### config.mk
export PLATFORM = sky130hd
export DESIGN_NAME = bit_string_field_access
export DESIGN_NICKNAME = d
export VERILOG_FILES = /design/src/bsfa_pkg.sv /design/src/bit_string_field_access.sv /design/src/bsfa_mem.sv /design/src/bsfa_lane.sv
export VERILOG_INCLUDE_DIRS = /design/src /design/src/src
export SDC_FILE = /design/constraint.sdc
export NUM_CORES = 2
export LEC_CHECK = 0
export BUFFER_PORTS_ARGS = -buffer_cell sky130_fd_sc_hd__buf_2
export CAP_MARGIN = 20
export CORE_UTILIZATION = 26
export DETAILED_ROUTE_END_ITERATION = 6
export HOLD_SLACK_MARGIN = 0.15
export PLACE_DENSITY = 0.51
export SKIP_CTS_REPAIR_TIMING = 1
export SYNTH_ARGS = -nofsm -noshare
export SYNTH_HDL_FRONTEND = slang
export SYNTH_SLANG_ARGS = --single-unit
### constraint.sdc
create_clock -name i_clk -period 26.3 [get_ports i_clk]
set_clock_uncertainty 0.2 [all_clocks]
set_input_delay 0 -clock i_clk [delete_from_list [all_inputs] [get_ports i_clk]]
set_output_delay 0 -clock i_clk [all_outputs]
set_load 0.05 [all_outputs]
### src/bit_string_field_access_assert.svh
// assertion macros for the bit string field access rtl
// expects i_clk and i_rst_n in the scope of the module that uses them
`ifndef BIT_STRING_FIELD_ACCESS_ASSERT_SVH
`define BIT_STRING_FIELD_ACCESS_ASSERT_SVH

// same-cycle implication, off during reset
`define BSFA_ASSERT_NOW(lbl, a, c) \
    lbl: assert property (@(posedge i_clk) disable iff (!i_rst_n) (a) |-> (c)) \
        else $error("bsfa assertion failed");

// next-cycle implication, off during reset
`define BSFA_ASSERT_NEXT(lbl, a, c) \
    lbl: assert property (@(posedge i_clk) disable iff (!i_rst_n) (a) |=> (c)) \
        else $error("bsfa assertion failed");

`endif

### src/bsfa_pkg.sv
// shared types and constants for the bit string field access block
// no dependencies
package bsfa_pkg;

    typedef enum logic [1:0] {
        OP_READ  = 2'd0,
        OP_WRITE = 2'd1,
        OP_FILL  = 2'd2,
        OP_COUNT = 2'd3
    } t_op;

    localparam logic [1:0] CFG_STRING_LENGTH = 2'd0;
    localparam logic [1:0] CFG_BIT_OFFSET    = 2'd1;
    localparam int         CFG_IDX_W         = 2;
    localparam int         CFG_DATA_W        = 11;
    localparam logic [10:0] STRING_LENGTH_RST = 11'd1024;

    typedef struct packed {
        logic [1:0]  operation;
        logic [9:0]  position;
        logic [10:0] length;
        logic [63:0] value;
        logic [6:0]  pattern_length;
    } t_cmd;

    typedef struct packed {
        logic [63:0] data;
        logic        error;
    } t_result;

    // per-byte control handed to the lane
    typedef struct packed {
        t_op        op;
        logic [5:0] widx;
        logic [5:0] pidx;
        logic [6:0] plen;
    } t_lane_ctl;

    // bit indexes after the byte, carried to the next one
    typedef struct packed {
        logic [5:0] widx;
        logic [5:0] pidx;
    } t_lane_ret;

endpackage

### src/bit_string_field_access.sv
// Bit string field access. After reset the block clears its store, one byte
// per cycle, with o_busy high.
// An operation then walks the store bytes touched by its range in a single
// read-modify-write pass through the byte ram.
// Rejected requests and zero-length counts skip that pass, with the result
// showing in the cycle right after start.
// The result shows for exactly one cycle with o_done and cannot be held off.
// Depends on bsfa_pkg, bsfa_mem, bsfa_lane and the assertion macro header.
module bit_string_field_access #(
    parameter int STORE_BITS = 1024
) (
    input  logic                             i_clk,
    input  logic                             i_rst_n,
    input  logic                             i_start,
    input  bsfa_pkg::t_cmd                   i_cmd,
    output logic                             o_busy,
    output logic                             o_done,
    output bsfa_pkg::t_result                o_result,
    input  logic                             i_cfg_valid,
    output logic                             o_cfg_ready,
    input  logic [bsfa_pkg::CFG_IDX_W-1:0]   i_cfg_index,
    input  logic [bsfa_pkg::CFG_DATA_W-1:0]  i_cfg_data
);
    import bsfa_pkg::*;
    `include "bit_string_field_access_assert.svh"

    localparam int DEPTH = (STORE_BITS + 7) / 8;
    localparam int BAW   = (DEPTH > 1) ? $clog2(DEPTH) : 1;
    localparam int EW    = ($clog2(STORE_BITS) > 11) ? ($clog2(STORE_BITS) + 1) : 13;
    localparam logic [EW-1:0]  STORE_LIMIT = EW'(STORE_BITS);
    localparam logic [BAW-1:0] LAST_ADDR   = BAW'(DEPTH - 1);

    typedef enum logic [3:0] {
        S_CLR  = 4'b0001,
        S_IDLE = 4'b0010,
        S_RUN  = 4'b0100,
        S_DONE = 4'b1000
    } t_state;

    t_state        r_state, n_state;
    logic [BAW-1:0] r_addr, n_addr;
    logic [BAW-1:0] r_last, n_last;
    logic [EW-1:0]  r_first, n_first;
    logic [EW-1:0]  r_end, n_end;
    t_lane_ctl     r_ctl, n_ctl;
    logic [63:0]   r_val, n_val;
    logic [63:0]   r_data, n_data;
    logic [EW-1:0]  r_cnt, n_cnt;
    t_result       r_res, n_res;
    logic [10:0]   r_slen;
    logic [9:0]    r_offset;

    logic          w_accept, w_err, w_nop, w_run_last;
    logic [EW-1:0]  w_first, w_end;
    logic [11:0]   w_str_end;
    logic          mem_we, mem_re;
    logic [BAW-1:0] mem_waddr, mem_raddr;
    logic [7:0]    mem_wdata, mem_rdata;
    logic [7:0]    lane_byte;
    logic [63:0]   lane_data;
    logic [EW-1:0]  lane_cnt;
    t_lane_ret     lane_ret;

    assign o_busy      = (r_state != S_IDLE);
    assign o_done      = (r_state == S_DONE);
    assign o_result    = r_res;
    assign o_cfg_ready = 1'b1;
    assign w_accept    = i_start && !o_busy;

    // request checks
    always_comb begin
        logic len_bad;
        w_first   = EW'(r_offset) + EW'(i_cmd.position);
        w_end     = w_first + EW'(i_cmd.length);
        w_str_end = 12'(i_cmd.position) + 12'(i_cmd.length);
        len_bad   = (i_cmd.length == 11'd0) || (i_cmd.length > 11'd64);
        w_err     = (w_str_end > 12'(r_slen)) || (w_end > STORE_LIMIT);
        if ((i_cmd.operation == OP_READ || i_cmd.operation == OP_WRITE) && len_bad) begin
            w_err = 1'b1;
        end
        if (i_cmd.operation == OP_FILL && (i_cmd.length == 11'd0 ||
            i_cmd.pattern_length == 7'd0 || i_cmd.pattern_length > 7'd64)) begin
            w_err = 1'b1;
        end
        w_nop = w_err || (i_cmd.length == 11'd0);
    end

    assign w_run_last = (r_addr == r_last);

    bsfa_mem #(.DEPTH(DEPTH), .AW(BAW)) u_mem (
        .i_clk   (i_clk),
        .i_we    (mem_we),
        .i_waddr (mem_waddr),
        .i_wdata (mem_wdata),
        .i_re    (mem_re),
        .i_raddr (mem_raddr),
        .o_rdata (mem_rdata)
    );

    bsfa_lane #(.EW(EW)) u_lane (
        .i_byte  (mem_rdata),
        .i_base  (EW'({r_addr, 3'b000})),
        .i_first (r_first),
        .i_end   (r_end),
        .i_ctl   (r_ctl),
        .i_value (r_val),
        .i_data  (r_data),
        .i_cnt   (r_cnt),
        .o_byte  (lane_byte),
        .o_data  (lane_data),
        .o_cnt   (lane_cnt),
        .o_ret   (lane_ret)
    );

    // the write of one byte and the read of the next never share an address
    always_comb begin
        mem_we    = 1'b0;
        mem_waddr = r_addr;
        mem_wdata = lane_byte;
        mem_re    = 1'b0;
        mem_raddr = r_addr + 1'b1;
        unique case (r_state)
            S_CLR: begin
                mem_we    = 1'b1;
                mem_wdata = 8'd0;
            end
            S_IDLE: begin
                mem_re    = w_accept && !w_nop;
                mem_raddr = w_first[BAW+2:3];
            end
            S_RUN: begin
                mem_we = (r_ctl.op == OP_WRITE) || (r_ctl.op == OP_FILL);
                mem_re = !w_run_last;
            end
            S_DONE: ;
            default: ;
        endcase
    end

    always_comb begin
        logic [EW-1:0] last_bit;
        n_state  = r_state;
        n_addr   = r_addr;
        n_last   = r_last;
        n_first  = r_first;
        n_end    = r_end;
        n_ctl    = r_ctl;
        n_val    = r_val;
        n_data   = r_data;
        n_cnt    = r_cnt;
        n_res    = r_res;
        last_bit = w_end - EW'(1);
        unique case (r_state)
            S_CLR: begin
                n_addr = r_addr + 1'b1;
                if (r_addr == LAST_ADDR) begin
                    n_state = S_IDLE;
                end
            end
            S_IDLE: begin
                if (w_accept) begin
                    n_first   = w_first;
                    n_end     = w_end;
                    n_addr    = w_first[BAW+2:3];
                    n_last    = last_bit[BAW+2:3];
                    n_ctl.op  = t_op'(i_cmd.operation);
                    n_ctl.widx = 6'd63;
                    n_ctl.pidx = 6'(i_cmd.pattern_length - 7'd1);
                    n_ctl.plen = i_cmd.pattern_length;
                    n_val     = i_cmd.value;
                    n_data    = 64'd0;
                    n_cnt     = '0;
                    n_res.data  = 64'd0;
                    n_res.error = w_err;
                    n_state   = w_nop ? S_DONE : S_RUN;
                end
            end
            S_RUN: begin
                n_data     = lane_data;
                n_cnt      = lane_cnt;
                n_ctl.widx = lane_ret.widx;
                n_ctl.pidx = lane_ret.pidx;
                n_addr     = r_addr + 1'b1;
                if (w_run_last) begin
                    priority if (r_ctl.op == OP_READ) begin
                        n_res.data = lane_data;
                    end else if (r_ctl.op == OP_COUNT) begin
                        n_res.data = 64'(lane_cnt);
                    end else begin
                        n_res.data = 64'd0;
                    end
                    n_state = S_DONE;
                end
            end
            S_DONE: begin
                n_state = S_IDLE;
            end
            default: n_state = S_IDLE;
        endcase
    end

    always_ff @(posedge i_clk) begin
        if (!i_rst_n) begin
            r_state  <= S_CLR;
            r_addr   <= '0;
            r_slen   <= STRING_LENGTH_RST;
            r_offset <= 10'd0;
        end else begin
            r_state <= n_state;
            r_addr  <= n_addr;
            if (i_cfg_valid && o_cfg_ready) begin
                if (i_cfg_index == CFG_STRING_LENGTH) begin
                    r_slen <= i_cfg_data[10:0];
                end else if (i_cfg_index == CFG_BIT_OFFSET) begin
                    r_offset <= i_cfg_data[9:0];
                end
            end
        end
    end

    always_ff @(posedge i_clk) begin
        r_last  <= n_last;
        r_first <= n_first;
        r_end   <= n_end;
        r_ctl   <= n_ctl;
        r_val   <= n_val;
        r_data  <= n_data;
        r_cnt   <= n_cnt;
        r_res   <= n_res;
    end

    `BSFA_ASSERT_NOW(a_err_zero_data, o_done && o_result.error, o_result.data == 64'd0)
    `BSFA_ASSERT_NEXT(a_bad_len_rejected, w_accept && i_cmd.length == 11'd0 && i_cmd.operation == OP_READ, o_done && o_result.error)
    `BSFA_ASSERT_NOW(a_no_write_idle, r_state == S_IDLE || r_state == S_DONE, !mem_we)
    `BSFA_ASSERT_NOW(a_run_in_range, r_state == S_RUN, r_addr <= r_last)
endmodule

### src/bsfa_mem.sv
// byte-wide simple dual port ram, one write and one registered read port
// no dependencies
module bsfa_mem #(
    parameter int DEPTH = 128,
    parameter int AW    = 7
) (
    input  logic          i_clk,
    input  logic          i_we,
    input  logic [AW-1:0] i_waddr,
    input  logic [7:0]    i_wdata,
    input  logic          i_re,
    input  logic [AW-1:0] i_raddr,
    output logic [7:0]    o_rdata
);
    logic [7:0] r_mem [DEPTH];
    logic [7:0] r_rdata;

    always_ff @(posedge i_clk) begin
        if (i_we) begin
            r_mem[i_waddr] <= i_wdata;
        end
        if (i_re) begin
            r_rdata <= r_mem[i_raddr];
        end
    end

    assign o_rdata = r_rdata;
endmodule

### src/bsfa_lane.sv
// modifies one stored byte for the current operation, gathers read bits and counts set bits
// depends on bsfa_pkg
module bsfa_lane #(
    parameter int EW = 13
) (
    input  logic [7:0]        i_byte,
    input  logic [EW-1:0]     i_base,
    input  logic [EW-1:0]     i_first,
    input  logic [EW-1:0]     i_end,
    input  bsfa_pkg::t_lane_ctl i_ctl,
    input  logic [63:0]       i_value,
    input  logic [63:0]       i_data,
    input  logic [EW-1:0]     i_cnt,
    output logic [7:0]        o_byte,
    output logic [63:0]       o_data,
    output logic [EW-1:0]     o_cnt,
    output bsfa_pkg::t_lane_ret o_ret
);
    import bsfa_pkg::*;

    always_comb begin
        logic [EW-1:0] abs_bit;
        logic          in_rng;
        logic [5:0]    widx;
        logic [5:0]    pidx;
        o_byte = i_byte;
        o_data = i_data;
        o_cnt  = i_cnt;
        widx   = i_ctl.widx;
        pidx   = i_ctl.pidx;
        // k = 0 is the most significant bit of the byte
        for (int k = 0; k < 8; k++) begin
            abs_bit = i_base + EW'(k);
            in_rng  = (abs_bit >= i_first) && (abs_bit < i_end);
            if (in_rng) begin
                unique case (i_ctl.op)
                    OP_READ: begin
                        o_data = {o_data[62:0], i_byte[7-k]};
                    end
                    OP_WRITE: begin
                        o_byte[7-k] = i_value[widx];
                        widx = widx - 6'd1;
                    end
                    OP_FILL: begin
                        o_byte[7-k] = i_value[pidx];
                        pidx = (pidx == 6'd0) ? 6'(i_ctl.plen - 7'd1) : pidx - 6'd1;
                    end
                    OP_COUNT: begin
                        o_cnt = o_cnt + EW'(i_byte[7-k]);
                    end
                    default: ;
                endcase
            end
        end
        o_ret.widx = widx;
        o_ret.pidx = pidx;
    end
endmodule

==> flow_metrics.tcl <==
set metrics [dict create \
    status "finished, final reports clean" \
    reg2reg_to "u_mem.r_mem[46][0]" \
    die_h_microns 532 \
    cts.sinks 1320 \
    viasPerCell 5.21 \
    yosysTopAreaCell "edfxtp_1" \
    worst_ep_required_time_ns 26.54 \
    wl_per_cell_microns 24.4 \
    syn_nets 5703 \
    dp_cells 9138 \
    gr-total-overflow 0 \
    synth-edff-count 1288 \
    cts-root-buf "clkbuf_16" \
    cts_buffers 145 \
    cp_common_cell "ha_1" \
    hold_start "i_cmd[4]" \
    route.detailed.drc 0 \
    clockBufferDepth 3 \
    clkTransAtPathRegs_ns 0.07 \
    ys_ff_latch 1320 \
    num_vias 50300 \
    path_class "flip-flop to flip-flop" \
    htree_levels 4 \
    dr.pass1.iters 7 \
    dpl_cell_area_sq_mm 0.0787 \
    synth_area_sq_mm 0.0730 \
    syn_area_per_cell_sq_um 13.3 \
    hold_path_depth 4 \
    hold_path_class "input port to flip-flop" \
    async_reset_ff_share_pct 0 \
    io-pin-count 179 \
    finalNonFillerCells 9644 \
    gp_congestion 0.860 \
    worst_setup_path_start_kind "flip-flop" \
    r2r-start "mem_waddr[4]" \
    synth_area_leaders "edfxtp_1, mux4_2, mux2i_1" \
    grt_max_degree 124 \
    slowest_delay_ns 0.86 \
    area_growth_pct 17.8 \
    finalSetupViolations 0 \
    start_util_pct 26.1 \
    timing.final.crit_share_pct 62.1 \
    post-place-ws_ns 10.33 \
    design_area_sq_mm 0.0859 \
    core_area_sq_mm 0.279 \
    max_freq_mhz 61.2 \
    hold_viol_final 0 \
    grt_use_total_pct 16.0 \
    drive_gt1_share_pct 19.3 \
    synth_warnings 0 \
    grt_antenna_before_repair 9 \
    post-dp-hpwl_microns 143000 \
    grt_pass1_vias 49100 \
    tritoncts "built" \
    tns_ns 0 \
    maxCapViolations 0 \
    syn_inst 5488 \
    p_per_area_mw_per_mm2 54.3 \
    drt_wl_total_microns 236000 \
    worstHoldEndpoint "r_ctl[11]" \
    clk_latency_ns 0.83 \
    synthDistinctLibCells 106 \
    max-vdd-ir-drop_mv 0.0683 \
    worstMarginPinSlew_ns 1.28 \
    nNetsFinal 6011 \
    ys.flop_type "edfxtp_1" \
    row_count 194 \
    portBuffers 177 \
    path_buf_inv 10 \
    cp_max_fo 104 \
    final_antenna_net_count 0 \
    die_area_sq_mm 0.283 \
    power.leakage_uw 0.0290 \
    final_max_slew_viol_count 0 \
    crit_path_top_delay_cell "buf_4" \
    slew_headroom_pct 14.5 \
    regToRegSetupSlack_ns 9.97 \
    min_period_ns 16.33 \
    fp.dieW_microns 532 \
    drt_iter0_drc 4622 \
    n_fill_cell 27800 \
    worst_slack_ns 9.97 \
    critPathTopFamily "compound AO/OA/AOI/OAI gates" \
    cp.arrival_ns 16.57 \
    r2r_cells 48 \
    ys_seq_area_share_pct 53.9 \
    end_kind "flip-flop" \
    synth_top_cell_area_share_pct 53.0 \
    grt_pass1_wl_microns 339000 \
    whs_ns 0.160 \
    rsz0062_at_grt "no" \
]
[Yosys cell counts, drive strengths merged (9+ instances only)]
master  number
a311oi      21
mux2i      554
xor2        69
o211ai      30
nor2       368
or2         11
mux2        48
mux4       422
and2       100
nand2b      22
xnor2      114
nand3      102
ha         101
clkbuf     315
o31ai        9
o22ai       74
o21a        13
dfxtp       32
or3         14
a211oi     241
nand4       27
a21oi      274
a21o        20
nor3b       13
inv         99
a22oi       18
o21ai      110
nor3        61
nor4        18
nand2      374
nor2b       98
a311o        9
buf        112
a211o       16
a31oi       42
edfxtp    1288
o21bai      18
and3        97
[area by class of cell]
| class | instances | area (sq um) | share of cell area (%) |
|---|---|---|---|
| inverter | 107 | 408 | 0.475 |
| tap | 3724 | 4660 | 5.42 |
| multi-input combinational | 3634 | 32000 | 37.3 |
| clock inverter | 91 | 1090 | 1.27 |
| timing repair buffer | 588 | 4630 | 5.39 |
| clock buffer | 177 | 3800 | 4.42 |
| antenna | 3 | 7.51 | 0.00874 |
| sequential | 1320 | 39300 | 45.7 |
[metrics by stage]
| step | util (%) | power (uW) |
|---|---|---|
| floorplan | - | 2500 |
| global placement | 28.2 | 2600 |
| detailed placement | 28.2 | 2600 |
| CTS | 29.9 | 4690 |
| global route | 30.8 | 4810 |
| finish | 30.8 | 4670 |
[routing by layer]
metal	GRT usage (%)	vias up	share of wire [%]
met1	20.8	25600	42
met3	3.43	541	6.9
met4	6.38	4	4.1
li1	-	22200	-
met5	0	-	0.0093
met2	25.6	2018	47
[state kept, by name (all words and copies together) (netlist names), 7 cells and up]
signal and cells:
r_cnt 13, r_last 7, r_ctl 20, mem_waddr 7, r_val 64, r_end 12, r_first 11, r_data 64
r_slen 11, u_mem.o_rdata 8, u_mem.r_mem 1024, r_offset 10, o_result 65
[cells by family after synthesis]
| group | share of synthesized area, % |
|---|---|
| AND/OR/NAND/NOR | 8.82 |
| XOR/XNOR | 2.22 |
| multiplexers | 21.4 |
| buffers and inverters | 2.82 |
| other | 0.00514 |
| AO/OA/AOI/OAI | 9.04 |
| flip-flops | 53.9 |
| adder cells (fa/ha/maj) | 1.81 |
[how the worst max path moves through the flow]
stage | cells after the start | start | endpoint
2_1_floorplan | 49 | mem_waddr[4] | u_mem.r_mem[0][1]
3_3_place_gp | 48 | mem_waddr[4] | u_mem.r_mem[1][0]
3_5_place_dp | 48 | mem_waddr[4] | u_mem.r_mem[0][0]
4_1_cts | 48 | mem_waddr[4] | u_mem.r_mem[5][0]
5_1_grt | 48 | mem_waddr[4] | u_mem.r_mem[53][0]
6_report | 48 | mem_waddr[4] | u_mem.r_mem[46][0]
[worst reg2reg max path: cells and delay by family, from the launching register on]
kind	cells	cell delay [ns]
AOI/OAI and AO/OA	18	4.59
buffers and inverters	10	4.03
and+or+nand+nor	11	3.34
adders and majority gates	6	2.31
DFF	1	0.72
muxes	3	0.70
[cells in the final DEF (no fill, tap or decap), types with 12 or more instances in the layout]
cell type / count
clkinv_2: 17
a21oi_1: 267
xor2_1: 69
o21a_1: 12
o22ai_1: 74
ha_1: 100
a311oi_1: 14
clkinv_1: 37
dfxtp_1: 32
xnor2_1: 108
or3_1: 14
nand4_1: 27
nor2_1: 367
nor3_1: 56
and3_1: 97
buf_4: 174
o21bai_1: 18
bufinv_16: 12
buf_2: 177
nor4_1: 15
dlygate4sd3_1: 231
edfxtp_1: 1288
mux4_2: 422
inv_1: 93
nand2_1: 368
clkbuf_16: 146
mux2i_1: 547
a22oi_1: 18
nor2b_1: 98
a211o_1: 16
nand2b_1: 22
nand3_1: 101
a211oi_1: 239
clkbuf_1: 28
and2_1: 94
o211ai_1: 30
o21ai_0: 99
mux2_2: 48
a21o_1: 20
a31oi_1: 41
[where the power goes]
group	internal [uW]	switching, uW	leakage (uW)	total, uW
sequential	2280	2.96	0.0115	2290
combinational	126	172	0.0152	298
clock	1170	908	0.00233	2080
(Power assumes the default switching activity.)
